<file path="src/hw/rtl/srs_pkg.sv">
// Shared types, codes and constants of the servo recipe sequencer.
package srs_pkg;

    localparam int RECIPE_DEPTH_DEFAULT = 64;

    localparam int OP_W      = 3;
    localparam int ADDR_IN_W = 6;
    localparam int WORD_W    = 8;
    localparam int PARAM_W   = 5;
    localparam int DUTY_W    = 8;
    localparam int POS_W     = 3;
    localparam int INDEX_W   = 6;
    localparam int TICK_W    = 7;
    localparam int MTICK_W   = 4;
    localparam int CFG_IDX_W = 2;
    localparam int CFG_VAL_W = 4;

    localparam logic [POS_W-1:0]     POS_MAX          = 3'd5;
    localparam logic [CFG_VAL_W-1:0] MOVE_TICKS_RESET = 4'd2;
    localparam logic [CFG_VAL_W-1:0] MAN_TICKS_RESET  = 4'd2;

    typedef enum logic [CFG_IDX_W-1:0] {
        CFG_MOVE_TICKS   = 2'd0,
        CFG_MANUAL_TICKS = 2'd1
    } cfg_reg_t;

    typedef enum logic [OP_W-1:0] {
        OP_TICK     = 3'd0,
        OP_WRITE    = 3'd1,
        OP_PAUSE    = 3'd2,
        OP_CONTINUE = 3'd3,
        OP_STEP_R   = 3'd4,
        OP_STEP_L   = 3'd5,
        OP_RESTART  = 3'd6
    } op_t;

    typedef enum logic [2:0] {
        OPC_END     = 3'd0,
        OPC_MOV     = 3'd1,
        OPC_WAIT    = 3'd2,
        OPC_LOOP    = 3'd4,
        OPC_ENDLOOP = 3'd5
    } opcode_t;

    typedef enum logic [2:0] {
        ST_PAUSED   = 3'd0,
        ST_RUNNING  = 3'd1,
        ST_MOVING   = 3'd2,
        ST_CMD_ERR  = 3'd3,
        ST_NEST_ERR = 3'd4,
        ST_FINISHED = 3'd5,
        ST_MANUAL   = 3'd6
    } status_t;

    typedef struct packed {
        logic [DUTY_W-1:0]  duty_value;
        status_t            run_state;
        logic [POS_W-1:0]   servo_position;
        logic [INDEX_W-1:0] program_index;
    } result_t;

    // PWM compare value for a position: 40 + 32 * position.
    function automatic logic [DUTY_W-1:0] duty_of(input logic [POS_W-1:0] pos);
        logic [DUTY_W-1:0] d;
        unique case (pos)
            3'd0:    d = 8'd40;
            3'd1:    d = 8'd72;
            3'd2:    d = 8'd104;
            3'd3:    d = 8'd136;
            3'd4:    d = 8'd168;
            3'd5:    d = 8'd200;
            default: d = 8'd0;
        endcase
        return d;
    endfunction

endpackage

</file>
<file path="src/hw/rtl/srs_ram.sv">
// Generic single-port-write, single-port-read RAM with registered read data.
module srs_ram #(
    parameter int WIDTH = 8,
    parameter int DEPTH = 64
) (
    input  logic                     aclk,
    input  logic                     we,
    input  logic [$clog2(DEPTH)-1:0] waddr,
    input  logic [WIDTH-1:0]         wdata,
    input  logic [$clog2(DEPTH)-1:0] raddr,
    output logic [WIDTH-1:0]         rdata
);

    logic [WIDTH-1:0] mem_reg [DEPTH];
    logic [WIDTH-1:0] rdata_reg;

    always_ff @(posedge aclk) begin
        if (we) begin
            mem_reg[waddr] <= wdata;
        end
        rdata_reg <= mem_reg[raddr];
    end

    assign rdata = rdata_reg;

endmodule

</file>
<file path="src/hw/rtl/srs_core.sv">
// Sequencer state, command execution and recipe fetch with write bypass.
module srs_core #(
    parameter int RECIPE_DEPTH = srs_pkg::RECIPE_DEPTH_DEFAULT
) (
    input  logic                              aclk,
    input  logic                              aresetn,
    input  logic                              in_fire,
    input  logic [srs_pkg::OP_W-1:0]          operation,
    input  logic [srs_pkg::ADDR_IN_W-1:0]     recipe_address,
    input  logic [srs_pkg::WORD_W-1:0]        recipe_word,
    input  logic                              cfg_write,
    input  logic [srs_pkg::CFG_IDX_W-1:0]     cfg_index,
    input  logic [srs_pkg::CFG_VAL_W-1:0]     cfg_data,
    output logic                              ram_we,
    output logic [$clog2(RECIPE_DEPTH)-1:0]   ram_waddr,
    output logic [srs_pkg::WORD_W-1:0]        ram_wdata,
    output logic [$clog2(RECIPE_DEPTH)-1:0]   ram_raddr,
    input  logic [srs_pkg::WORD_W-1:0]        ram_rdata,
    output srs_pkg::result_t                  result
);

    localparam int AW = $clog2(RECIPE_DEPTH);
    localparam logic [AW-1:0] LAST_INDEX = AW'(RECIPE_DEPTH - 1);

    logic [AW-1:0]                     pc_reg, pc_next;
    logic [srs_pkg::TICK_W-1:0]        tick_reg, tick_next;
    logic [AW-1:0]                     loop_start_reg, loop_start_next;
    logic [srs_pkg::PARAM_W-1:0]       loop_rem_reg, loop_rem_next;
    logic                              loop_act_reg, loop_act_next;
    logic                              pend_reg, pend_next;
    srs_pkg::status_t                  status_reg, status_next;
    logic [srs_pkg::POS_W-1:0]         pos_reg, pos_next;
    logic [srs_pkg::MTICK_W-1:0]       mtc_reg, mtc_next;
    logic [srs_pkg::DUTY_W-1:0]        duty_reg, duty_next;
    logic [srs_pkg::CFG_VAL_W-1:0]     move_ticks_reg, man_ticks_reg;
    logic                              byp_hit_reg;
    logic [srs_pkg::WORD_W-1:0]        byp_word_reg;
    logic [RECIPE_DEPTH-1:0]           valid_reg;

    logic [srs_pkg::WORD_W-1:0]        cmd;
    logic [srs_pkg::PARAM_W-1:0]       par;
    logic [srs_pkg::POS_W-1:0]         par_pos;
    logic [srs_pkg::POS_W-1:0]         pos_gap;
    logic [srs_pkg::TICK_W-1:0]        target;
    logic [srs_pkg::MTICK_W-1:0]       mtc_inc;
    logic [AW-1:0]                     pc_inc, loop_inc;
    logic [8:0]                        addr_ext;
    logic [8:0]                        index_ext;
    logic                              stopped;

    // Current command: bypass a write that landed on the fetched entry,
    // and read never-written entries as END.
    assign cmd = byp_hit_reg ? byp_word_reg :
                 (valid_reg[pc_reg] ? ram_rdata : '0);
    assign par     = cmd[srs_pkg::PARAM_W-1:0];
    assign par_pos = par[srs_pkg::POS_W-1:0];
    assign pos_gap = (par_pos > pos_reg) ? par_pos - pos_reg : pos_reg - par_pos;
    assign target  = srs_pkg::TICK_W'(move_ticks_reg) * srs_pkg::TICK_W'(pos_gap);
    assign mtc_inc = mtc_reg + 4'd1;
    assign pc_inc   = (pc_reg == LAST_INDEX) ? '0 : pc_reg + AW'(1);
    assign loop_inc = (loop_start_reg == LAST_INDEX) ? '0 : loop_start_reg + AW'(1);
    assign stopped  = (status_reg == srs_pkg::ST_CMD_ERR) ||
                      (status_reg == srs_pkg::ST_NEST_ERR) ||
                      (status_reg == srs_pkg::ST_FINISHED);

    assign addr_ext  = 9'(recipe_address);
    assign ram_we    = in_fire && (operation == srs_pkg::OP_WRITE) &&
                       (addr_ext < 9'(RECIPE_DEPTH));
    assign ram_waddr = addr_ext[AW-1:0];
    assign ram_wdata = recipe_word;
    assign ram_raddr = aresetn ? pc_next : '0;

    // Next state
    always_comb begin
        pc_next         = pc_reg;
        tick_next       = tick_reg;
        loop_start_next = loop_start_reg;
        loop_rem_next   = loop_rem_reg;
        loop_act_next   = loop_act_reg;
        pend_next       = pend_reg;
        status_next     = status_reg;
        pos_next        = pos_reg;
        mtc_next        = mtc_reg;
        duty_next       = duty_reg;
        if (in_fire) begin
            unique case (operation)
                srs_pkg::OP_TICK: begin
                    if (status_reg == srs_pkg::ST_RUNNING ||
                        status_reg == srs_pkg::ST_MOVING) begin
                        unique case (cmd[7:5])
                            srs_pkg::OPC_WAIT: begin
                                if (tick_reg == {2'b00, par}) begin
                                    pc_next   = pc_inc;
                                    tick_next = '0;
                                end else begin
                                    tick_next = tick_reg + 7'd1;
                                end
                            end
                            srs_pkg::OPC_MOV: begin
                                if (par <= 5'(srs_pkg::POS_MAX)) begin
                                    duty_next = srs_pkg::duty_of(par_pos);
                                    if (tick_reg == target) begin
                                        status_next = srs_pkg::ST_RUNNING;
                                        pos_next    = par_pos;
                                        pc_next     = pc_inc;
                                        tick_next   = '0;
                                        if (pend_reg) begin
                                            status_next = srs_pkg::ST_PAUSED;
                                            pend_next   = 1'b0;
                                        end
                                    end else begin
                                        status_next = srs_pkg::ST_MOVING;
                                        tick_next   = tick_reg + 7'd1;
                                    end
                                end else begin
                                    status_next = srs_pkg::ST_CMD_ERR;
                                end
                            end
                            srs_pkg::OPC_LOOP: begin
                                if (loop_act_reg) begin
                                    status_next = srs_pkg::ST_NEST_ERR;
                                end else begin
                                    loop_start_next = pc_reg;
                                    loop_rem_next   = par;
                                    loop_act_next   = 1'b1;
                                    pc_next         = pc_inc;
                                end
                            end
                            srs_pkg::OPC_ENDLOOP: begin
                                if (loop_rem_reg == '0) begin
                                    loop_act_next = 1'b0;
                                    pc_next       = pc_inc;
                                end else begin
                                    loop_rem_next = loop_rem_reg - 5'd1;
                                    pc_next       = loop_inc;
                                end
                            end
                            srs_pkg::OPC_END: begin
                                status_next = srs_pkg::ST_FINISHED;
                            end
                            default: begin
                                status_next = srs_pkg::ST_CMD_ERR;
                            end
                        endcase
                    end else if (status_reg == srs_pkg::ST_MANUAL) begin
                        if (mtc_inc == man_ticks_reg) begin
                            mtc_next    = '0;
                            status_next = srs_pkg::ST_PAUSED;
                        end else begin
                            mtc_next = mtc_inc;
                        end
                    end
                end
                srs_pkg::OP_PAUSE: begin
                    if (status_reg == srs_pkg::ST_MOVING) begin
                        pend_next = 1'b1;
                    end else if (!stopped) begin
                        status_next = srs_pkg::ST_PAUSED;
                        mtc_next    = '0;
                    end
                end
                srs_pkg::OP_CONTINUE: begin
                    if (!stopped) begin
                        status_next = srs_pkg::ST_RUNNING;
                        mtc_next    = '0;
                    end
                end
                srs_pkg::OP_STEP_R: begin
                    if (status_reg == srs_pkg::ST_PAUSED && pos_reg != '0 &&
                        pos_reg <= srs_pkg::POS_MAX) begin
                        pos_next    = pos_reg - 3'd1;
                        status_next = srs_pkg::ST_MANUAL;
                        duty_next   = srs_pkg::duty_of(pos_reg - 3'd1);
                    end
                end
                srs_pkg::OP_STEP_L: begin
                    if (status_reg == srs_pkg::ST_PAUSED &&
                        pos_reg < srs_pkg::POS_MAX) begin
                        pos_next    = pos_reg + 3'd1;
                        status_next = srs_pkg::ST_MANUAL;
                        duty_next   = srs_pkg::duty_of(pos_reg + 3'd1);
                    end
                end
                srs_pkg::OP_RESTART: begin
                    status_next     = srs_pkg::ST_RUNNING;
                    pc_next         = '0;
                    tick_next       = '0;
                    loop_start_next = '0;
                    loop_rem_next   = '0;
                    loop_act_next   = 1'b0;
                    pend_next       = 1'b0;
                    pos_next        = '0;
                    mtc_next        = '0;
                end
                default: begin
                    // recipe writes and unused codes leave the channel state alone
                end
            endcase
        end
    end

    // Result of the request: state after it has been handled
    always_comb begin
        index_ext             = 9'(pc_next);
        result.duty_value     = duty_next;
        result.run_state      = status_next;
        result.servo_position = pos_next;
        result.program_index  = index_ext[srs_pkg::INDEX_W-1:0];
    end

    always_ff @(posedge aclk) begin
        if (!aresetn) begin
            pc_reg         <= '0;
            tick_reg       <= '0;
            loop_start_reg <= '0;
            loop_rem_reg   <= '0;
            loop_act_reg   <= 1'b0;
            pend_reg       <= 1'b0;
            status_reg     <= srs_pkg::ST_PAUSED;
            pos_reg        <= '0;
            mtc_reg        <= '0;
            duty_reg       <= '0;
            move_ticks_reg <= srs_pkg::MOVE_TICKS_RESET;
            man_ticks_reg  <= srs_pkg::MAN_TICKS_RESET;
            byp_hit_reg    <= 1'b0;
            valid_reg      <= '0;
        end else begin
            pc_reg         <= pc_next;
            tick_reg       <= tick_next;
            loop_start_reg <= loop_start_next;
            loop_rem_reg   <= loop_rem_next;
            loop_act_reg   <= loop_act_next;
            pend_reg       <= pend_next;
            status_reg     <= status_next;
            pos_reg        <= pos_next;
            mtc_reg        <= mtc_next;
            duty_reg       <= duty_next;
            byp_hit_reg    <= ram_we && (ram_waddr == ram_raddr);
            if (ram_we) begin
                valid_reg[ram_waddr] <= 1'b1;
            end
            if (cfg_write) begin
                if (cfg_index == srs_pkg::CFG_MOVE_TICKS) begin
                    move_ticks_reg <= cfg_data;
                end else if (cfg_index == srs_pkg::CFG_MANUAL_TICKS) begin
                    man_ticks_reg <= cfg_data;
                end
            end
        end
    end

    always_ff @(posedge aclk) begin
        byp_word_reg <= ram_wdata;
    end

endmodule

</file>
<file path="src/hw/rtl/srs_out.sv">
// Output register with skid stage for the result channel.
module srs_out (
    input  logic                          aclk,
    input  logic                          aresetn,
    input  logic                          in_valid,
    output logic                          in_ready,
    input  srs_pkg::result_t              in_data,
    output logic                          m_valid,
    input  logic                          m_ready,
    output srs_pkg::result_t              m_data
);

    logic             out_valid_reg, out_valid_next;
    logic             skid_valid_reg, skid_valid_next;
    srs_pkg::result_t out_reg, out_next;
    srs_pkg::result_t skid_reg, skid_next;
    logic             in_fire, out_take;

    assign in_ready = !skid_valid_reg;
    assign in_fire  = in_valid && in_ready;
    assign out_take = out_valid_reg && m_ready;

    always_comb begin
        out_valid_next  = out_valid_reg;
        skid_valid_next = skid_valid_reg;
        out_next        = out_reg;
        skid_next       = skid_reg;
        if (in_fire) begin
            if (!out_valid_reg || out_take) begin
                out_next       = in_data;
                out_valid_next = 1'b1;
            end else begin
                skid_next       = in_data;
                skid_valid_next = 1'b1;
            end
        end else if (out_take) begin
            if (skid_valid_reg) begin
                out_next        = skid_reg;
                skid_valid_next = 1'b0;
            end else begin
                out_valid_next = 1'b0;
            end
        end
    end

    always_ff @(posedge aclk) begin
        if (!aresetn) begin
            out_valid_reg  <= 1'b0;
            skid_valid_reg <= 1'b0;
        end else begin
            out_valid_reg  <= out_valid_next;
            skid_valid_reg <= skid_valid_next;
        end
    end

    always_ff @(posedge aclk) begin
        out_reg  <= out_next;
        skid_reg <= skid_next;
    end

    assign m_valid = out_valid_reg;
    assign m_data  = out_reg;

endmodule

</file>
<file path="src/hw/rtl/servo_recipe_sequencer.sv">
// Top level of the servo recipe sequencer: recipe RAM, sequencer core, result buffer.
//
// One servo channel running a stored recipe of command bytes.
// Input channel (s_*): one request per item - tick, recipe write, pause,
//   continue, step right, step left or restart. Each request yields exactly
//   one result on the m_* channel: duty, run state, position, program index,
//   all as they stand once the request has been handled.
// Configuration channel (cfg_*): always ready; index 0 sets the ticks per
//   position step of a move, index 1 the length of a manual step. Write it
//   only while no request is in flight.
// Throughput: one request per cycle while s_ready is high. The recipe RAM is read
//   ahead at the next program index, so each cycle does one fetch and one update;
//   a write hitting the entry being fetched is bypassed.
// Each result lands in the output register, or in the skid stage if that one stalls.
// Stall: results wait in an output register with a skid stage behind it;
//   s_ready drops only when both are full, and nothing is lost or repeated.
// Reset (aresetn low, synchronous): state returns to paused at index 0,
//   registers take their reset values and every recipe entry reads as END
//   until written. No clearing pass is needed.
module servo_recipe_sequencer #(
    parameter int RECIPE_DEPTH = srs_pkg::RECIPE_DEPTH_DEFAULT
) (
    input  logic                              aclk,
    input  logic                              aresetn,
    input  logic                              s_valid,
    output logic                              s_ready,
    input  logic [srs_pkg::OP_W-1:0]          s_operation,
    input  logic [srs_pkg::ADDR_IN_W-1:0]     s_recipe_address,
    input  logic [srs_pkg::WORD_W-1:0]        s_recipe_word,
    output logic                              m_valid,
    input  logic                              m_ready,
    output logic [srs_pkg::DUTY_W-1:0]        m_duty_value,
    output logic [2:0]                        m_run_state,
    output logic [srs_pkg::POS_W-1:0]         m_servo_position,
    output logic [srs_pkg::INDEX_W-1:0]       m_program_index,
    input  logic                              cfg_valid,
    output logic                              cfg_ready,
    input  logic [srs_pkg::CFG_IDX_W-1:0]     cfg_index,
    input  logic [srs_pkg::CFG_VAL_W-1:0]     cfg_data
);

    localparam int AW = $clog2(RECIPE_DEPTH);

    logic                       in_fire;
    logic                       ram_we;
    logic [AW-1:0]              ram_waddr;
    logic [srs_pkg::WORD_W-1:0] ram_wdata;
    logic [AW-1:0]              ram_raddr;
    logic [srs_pkg::WORD_W-1:0] ram_rdata;
    srs_pkg::result_t           core_result;
    srs_pkg::result_t           out_result;

    // Request accepted: advance the sequencer by one item
    assign in_fire   = s_valid && s_ready;
    // Register writes complete at once
    assign cfg_ready = 1'b1;

    srs_ram #(
        .WIDTH (srs_pkg::WORD_W),
        .DEPTH (RECIPE_DEPTH)
    ) u_recipe_ram (
        .aclk  (aclk),
        .we    (ram_we),
        .waddr (ram_waddr),
        .wdata (ram_wdata),
        .raddr (ram_raddr),
        .rdata (ram_rdata)
    );

    srs_core #(
        .RECIPE_DEPTH (RECIPE_DEPTH)
    ) u_core (
        .aclk           (aclk),
        .aresetn        (aresetn),
        .in_fire        (in_fire),
        .operation      (s_operation),
        .recipe_address (s_recipe_address),
        .recipe_word    (s_recipe_word),
        .cfg_write      (cfg_valid),
        .cfg_index      (cfg_index),
        .cfg_data       (cfg_data),
        .ram_we         (ram_we),
        .ram_waddr      (ram_waddr),
        .ram_wdata      (ram_wdata),
        .ram_raddr      (ram_raddr),
        .ram_rdata      (ram_rdata),
        .result         (core_result)
    );

    // Hold results here while the receiver stalls
    srs_out u_out (
        .aclk     (aclk),
        .aresetn  (aresetn),
        .in_valid (s_valid),
        .in_ready (s_ready),
        .in_data  (core_result),
        .m_valid  (m_valid),
        .m_ready  (m_ready),
        .m_data   (out_result)
    );

    assign m_duty_value     = out_result.duty_value;
    assign m_run_state      = out_result.run_state;
    assign m_servo_position = out_result.servo_position;
    assign m_program_index  = out_result.program_index;

endmodule

</file>
<file path="config.mk">
export PLATFORM = sky130hd
export DESIGN_NAME = servo_recipe_sequencer
export DESIGN_NICKNAME = d
export VERILOG_FILES = /design/src/hw/rtl/srs_pkg.sv /design/src/hw/rtl/srs_ram.sv /design/src/hw/rtl/srs_core.sv /design/src/hw/rtl/srs_out.sv /design/src/hw/rtl/servo_recipe_sequencer.sv
export SDC_FILE = /design/constraint.sdc
export NUM_CORES = 1
export LEC_CHECK = 0
export BUFFER_PORTS_ARGS = -buffer_cell sky130_fd_sc_hd__buf_2
export CORE_ASPECT_RATIO = 1.1
export CORE_MARGIN = 3
export CORE_UTILIZATION = 25
export CTS_BUF_LIST = sky130_fd_sc_hd__clkbuf_4 sky130_fd_sc_hd__clkbuf_8 sky130_fd_sc_hd__clkbuf_16
export DETAILED_ROUTE_END_ITERATION = 6
export SETUP_SLACK_MARGIN = 0.15
export SLEW_MARGIN = 5
export SYNTH_ARGS = -nofsm -noshare
export SYNTH_HDL_FRONTEND = slang
export SYNTH_SLANG_ARGS = --single-unit
</file>
<file path="constraint.sdc">
create_clock -name aclk -period 9.3 [get_ports aclk]
set_input_delay 1.86 -clock aclk [delete_from_list [all_inputs] [get_ports aclk]]
set_output_delay 1.86 -clock aclk [all_outputs]
set_load 0.005 [all_outputs]
</file>
# After elaboration in Yosys (flattened, before gate mapping)
# Memories as Yosys holds them, arrays and structs flattened. A register that Yosys moved wholly into a read port is not among the register bits.
# Cells that the tools add are included.
dict set report classes {
  add_sub_neg 9
  multipliers 1
  order_cmp 8
  eq_ne 57
  mux 96
  bitwise 3
  n_reduce_logical 42
}
# op count
set ops {}
lappend ops {{$pmux 8 s6} 3}
lappend ops {{$mux 20} 4}
lappend ops {{$mux 6} 13}
lappend ops {{$mux 8} 8}
lappend ops {{$or 64x64->64} 1}
lappend ops {{$mux 3} 18}
lappend ops {{$eq 3x3->1 const B} 14}
lappend ops {{$eq 3x2->1 const B} 11}
lappend ops {{$mux 7} 4}
lappend ops {{$pmux 7 s2} 2}
lappend ops {{$pmux 3 s4} 2}
lappend ops {{$pmux 6 s2} 2}
lappend ops {{$pmux 6 s4} 1}
lappend ops {{$pmux 8 s3} 1}
lappend ops {{$lt 6x7->1 const B} 3}
lappend ops {{$mux 4} 5}
lappend ops {{$pmux 5 s2} 2}
lappend ops {{$reduce_and 5->1} 4}
lappend ops {{$mux 1} 19}
lappend ops {{$eq 3x1->1 const B} 6}
lappend ops {{$logic_not 3->1} 6}
lappend ops {{$pmux 3 s6} 1}
lappend ops {{$pmux 4 s4} 1}
lappend ops {{$mux 5} 3}
lappend ops {{other kinds (42)} 82}
dict set report word_totals {
  register_bits 167
  ram_bits 512
  input_bits 28
  n_memories 1
}
# name depth width read_ports rd_ports_with_merged_regs wr line_no
set mem_list {}
lappend mem_list {u_recipe_ram.mem_reg 64 8 1 1 1 srs_ram.sv:14} ;# logic [WIDTH-1:0] mem_reg [DEPTH];

# Logic depth before layout (Yosys ltp)
dict set report depth {
  word_depth 17
  ltp_mapped 41
}

# By module
# From an unflattened synthesis, not the netlist that was laid out.
dict set report unflattened {
  hier_cells 2087
  area_unflattened_um2 30227.7
}
# module instances cells_per_inst area_per_inst_um2
set modules_own_cells {}
lappend modules_own_cells {srs_ram 1 972 20190.6}
lappend modules_own_cells {srs_core 1 1036 8385.5}
lappend modules_own_cells {srs_out 1 76 1634.1}
lappend modules_own_cells {servo_recipe_sequencer 1 3 17.5}

# Least setup slack after synthesis
# No wires, ideal clock.
dict set report synth_timing {
  path_type {register to register}
  from {register u_core.pc_reg[2]}
  to {register u_recipe_ram.rdata_reg[4], in the netlist u_recipe_ram.rdata[4], read port of u_recipe_ram.mem_reg}
  setup_time_ns 0.134
  arrival_ns 7.841
  required_time_ns 9.166
  path_slack_ns 1.325
  stages_incl_launch_ff 37
  path_buffers 5
  cell_sequence {dfxtp_1 -> buf_6 -> buf_6 -> mux2i_1 -> a22oi_1 -> nand4b_1 -> a41oi_2 -> or2_1 -> buf_4 -> a21o_1 -> ha_1 -> a21o_1 -> a21oi_1 -> a31oi_1 -> mux2i_1 -> xor2_1 -> and2_1 -> fa_1 -> ha_1 -> inv_1 -> fa_1 -> xnor2_1 -> xnor2_1 -> nand4_1 -> nor4_1 -> a22oi_1 -> o41ai_1 -> a21oi_1 -> a32oi_4 -> inv_2 -> nand2_2 -> inv_2 -> buf_2 -> clkbuf_1 -> o2111ai_1 -> o211ai_1 -> or4_1}
}
dict set report synth_via {
  elab_chain_cells 15
  elab_cells_between_ends 29
}
# element line_no
set synth_lines {}
lappend synth_lines {{start, declared} srs_core.sv:25} ;# logic [AW-1:0] pc_reg, pc_next;
lappend synth_lines {{start signal, assigned} srs_core.sv:228} ;# pc_reg <= pc_next;
lappend synth_lines {{$bmux 1 s6} srs_core.sv:54} ;# (valid_reg[pc_reg] ? ram_rdata : '0);
lappend synth_lines {{$mux 1 (not written as such)} srs_core.sv:54}
lappend synth_lines {{$mux 8} srs_core.sv:54}
lappend synth_lines {{$mux 8} srs_core.sv:53} ;# assign cmd = byp_hit_reg ? byp_word_reg :
lappend synth_lines {{$sub 3x3->3 / $gt 3x3->1 (equally long branches)} srs_core.sv:57} ;# assign pos_gap = (par_pos > pos_reg) ? par_pos - pos_reg : pos_reg - par_pos;
lappend synth_lines {{$mux 3} srs_core.sv:57}
lappend synth_lines {{$mul 4x3->7} srs_core.sv:58} ;# assign target = srs_pkg::TICK_W'(move_ticks_reg) * srs_pkg::TICK_W'(pos_gap);
lappend synth_lines {{$eq 7x7->1} srs_core.sv:102} ;# if (tick_reg == target) begin
lappend synth_lines {{$mux 6} srs_core.sv:102}
lappend synth_lines {{$mux 6} srs_core.sv:100} ;# if (par <= 5'(srs_pkg::POS_MAX)) begin
lappend synth_lines {{$pmux 6 s4} srs_core.sv:90} ;# unique case (cmd[7:5])
lappend synth_lines {{$mux 6} srs_core.sv:88} ;# if (status_reg == srs_pkg::ST_RUNNING ||
lappend synth_lines {{$pmux 6 s2} srs_core.sv:86} ;# unique case (operation)
lappend synth_lines {{$mux 6 *} srs_core.sv:85} ;# if (in_fire) begin
lappend synth_lines {{$mux 6 *} -}
lappend synth_lines {{end, declared} srs_ram.sv:15} ;# logic [WIDTH-1:0] rdata_reg;
# Every way passes the cells marked *; elsewhere a longest branch is shown, timed or not. The select of a mux whose other input is x is not followed.
# A chain may end at the register's enable or synchronous reset.

# Final worst setup path
dict set report layout_timing {
  from {register u_core.pc_reg[2]}
  to {register u_recipe_ram.rdata_reg[1], in the netlist u_recipe_ram.rdata[1], read port of u_recipe_ram.mem_reg}
}
# The elaborated chain is that of the path after synthesis.

==> run summary <==
Status: completed
Final instance area: 35600 µm²
Worst Path Arrival: 9.44 ns
WP data required: 9.86 ns
Crit-path slowest cell: a211oi_1
Max-Slew Margin vs Limit: 9.80%
YS warnings: 0
Final Hold Vio Count: 0
DP HPWL: 60500 µm
Core area: 121000 µm²
GP Congestion: 0.959
Flop pwr share: 49.8%
Die Area: 127000 µm²
Yosys cell types: 90
Clk_lat worst skew: 0.63 ns
Die Width: 340 µm
Min Tclk post-route: 8.88 ns
Ports: 51
Post-Syn Nets: 2639
First-pass GRT wire length: 139000 µm
Gr ovfl total: 0
Sw Ratio: 22.0%
Fin Setup TNS: 0 ns
Clock-pin slew on the worst setup and hold paths: 0.06 ns
Largest register FFs: 512
Maximum clock frequency: 0.113 GHz
Sw Pwr: 1.48 mW
Worst Path Buf+Inv: 4
Asr flop ratio synth: 0%
Largest net degree at the start of global routing: 135
Mapped Area: 30600 µm²
Core Util, Final: 29.3%
Antenna viol nets, final: 0
Synth Area per Inst: 11.9 µm²
Logic pwr share: 4.5%
Drt wl/cell: 22.3 µm
Crit path largest cell delay: 0.76 ns
Starting Density: 25.2%
Cell Int Power: 5.24 mW
CTS tree: done
Final std cells w/o fill: 4329
Worst Max-Slew Pin Slew: 1.35 ns
Final WL: 96500 µm
Final net count: 2695
GR Util All Layers: 14.5%
Via density: 5.01
Ratio of cells with drive above 1 in the final layout: 12.1%
Fillers: 12396
Cells after synthesis: 2581
DRT iter0 DRCs: 2408
Number of synthesized flops with an enable pin: 552
LEAKAGE: 12.3 nW
Clock power share: 45.6%
H-Tree Depth: 3
Period utilization: 95.5%
Hold WC Path Type: reg -> reg
Register area share after synthesis: 63.0%
Seq cells post-synth: 687
Clock root buffer: clkbuf_16
Final setup fails: 0
I/O Buffers: 49
Die Y: 373 µm
Max Cap Viol: 0
Dpl cell area: 32900 µm²
Setup Skew: 0.0400 ns
Number of global-route vias before repair: 20786
Maximum vdd drop: 0.000109 V
Residual DRC: 0
Area Overhead vs Synth: 16.2%
RSZ-0062 raised after global routing: true
Top delay family on crit path: compound AO/OA/AOI/OAI gates
Critical Path End Type: register
Initial antenna violation count: 7
Fin. max-slew vios: 0
CTS max path bufs: 3
Num Clock Sinks: 687
Rows: 134
Setup CP Type: reg -> reg
Main synth FF type: edfxtp_1
Pwr Density: 189 nW/µm²
CP max FO: 27
Vias: 21697
Startpoint types: register
Cell count after placement: 4187
CTS Buf Count: 73
WHS: 0.459 ns
Pre-antenna DRT Iters: 5
[cell families (layout without fill, tap and decap cells)]
kind of cell    count (synthesis)  in the layout  share of synthesized area [%]
other cells                     1              4                         0.0123
simple gates                  909            909                           13.2
fa+ha+maj                      30             30                           1.35
buf+inv                       223            336                           3.27
mux                           197            197                           6.59
flops                         687            687                           63.0
xor+xnor                       44             44                           1.28
compound gates                490            490                           11.3
[layout by cell type, fill, tap and decap left out, drive strengths merged, types with 14 or more instances in the layout]
| cell type | instances |
|---|---|
| buf | 142 |
| ha | 25 |
| a31oi | 26 |
| nor3 | 57 |
| o22ai | 19 |
| xor2 | 17 |
| nand4 | 14 |
| and2 | 21 |
| mux2i | 178 |
| clkinv | 23 |
| dfxtp | 135 |
| a2111oi | 26 |
| xnor2 | 27 |
| nor2b | 21 |
| nand2 | 268 |
| or3 | 22 |
| nor2 | 343 |
| clkbuf | 97 |
| mux2 | 17 |
| and3 | 17 |
| a32oi | 15 |
| a21oi | 95 |
| nand2b | 32 |
| inv | 62 |
| a211oi | 26 |
| o21ai | 102 |
| nand3 | 66 |
| nor4 | 16 |
| a22oi | 24 |
| o211ai | 20 |
| edfxtp | 552 |
[metal layers]
layer / part of all wire (%) / global-route usage [%] / up-vias
li1: - / - / 9701
met2: 45 / 22.6 / 972
met5: 0.013 / 0 / -
met3: 9.6 / 3.98 / 184
met4: 3.2 / 4.73 / 2
met1: 42 / 19.4 / 10838
[path summary, 6_finish.rpt]
path,cells after the start,from,end,slack (ns)
worst min-delay path,2,u_core.duty_reg[1],u_core.duty_reg[1],0.46
worst max-delay path,32,u_core.pc_reg[2],u_recipe_ram.rdata[1],0.42
worst min register to register,2,u_core.duty_reg[1],u_core.duty_reg[1],0.46
worst max register to register,32,u_core.pc_reg[2],u_recipe_ram.rdata[1],0.42
[what timing repair did]
action	CTS	global route
pin swaps	0	2
setup endpoints to repair	1	8
gates cloned	0	3
hold buffers	0	0
resized for setup	1	20
buffers inserted	0	4
[synth_stat cells, types with 22 or more instances]
cell type | n | share of area, %
edfxtp_1 | 552 | 54
nor2_1 | 342 | 4.2
nand2_1 | 267 | 3.3
mux2i_1 | 178 | 5.8
dfxtp_1 | 135 | 8.8
clkbuf_1 | 104 | 1.3
o21ai_0 | 97 | 1.6
a21oi_1 | 95 | 1.6
nand3_1 | 66 | 1.1
nor3_1 | 57 | 0.93
inv_1 | 54 | 0.66
nand2b_1 | 32 | 0.65
buf_2 | 27 | 0.44
xnor2_1 | 27 | 0.77
a211oi_1 | 26 | 0.64
a31oi_1 | 26 | 0.53
ha_1 | 25 | 1.0
a2111oi_0 | 24 | 0.69
a22oi_1 | 22 | 0.54
or3_1 | 22 | 0.45
[power groups by stage]
stage | clock network [mW] | logic (mW) | registers, mW
2_1_floorplan | 0 | 0.164 | 3.41
3_5_place_dp | 0 | 0.296 | 3.41
4_1_cts | 3.11 | 0.297 | 3.35
6_report | 3.07 | 0.305 | 3.35
3_3_place_gp | 0 | 0.293 | 3.41
5_1_grt | 3.23 | 0.329 | 3.35
[through the flow]
stage	total power, mW	worst slack, ns
after floorplan	3.57	1.33
after global placement	3.71	0.357
after detailed placement	3.71	0.165
after CTS	6.75	0.201
after global routing	6.91	0.118
final	6.72	0.422
[worst register-to-register path: cells and delay by family (launching register included)]
kind | cells | cell delay [ns]
AO/OA/AOI/OAI | 13 | 4.16
adder cells (fa/ha/maj) | 4 | 1.39
AND/OR/NAND/NOR | 6 | 1.27
buffers and inverters | 4 | 0.78
XOR/XNOR | 3 | 0.52
flip-flops | 1 | 0.46
multiplexers | 2 | 0.26
[layout make-up]
cell class | instances | area, µm² | area share (%)
Sequential cell | 687 | 19300 | 54.2
Multi-Input combinational cell | 1671 | 10400 | 29.2
Clock buffer | 95 | 2050 | 5.77
Tap cell | 1632 | 2040 | 5.74
Timing Repair Buffer | 144 | 1090 | 3.07
Clock inverter | 37 | 473 | 1.33
Inverter | 60 | 238 | 0.668
Antenna cell | 3 | 7.51 | 0.0211
(Power assumes the default switching activity.)
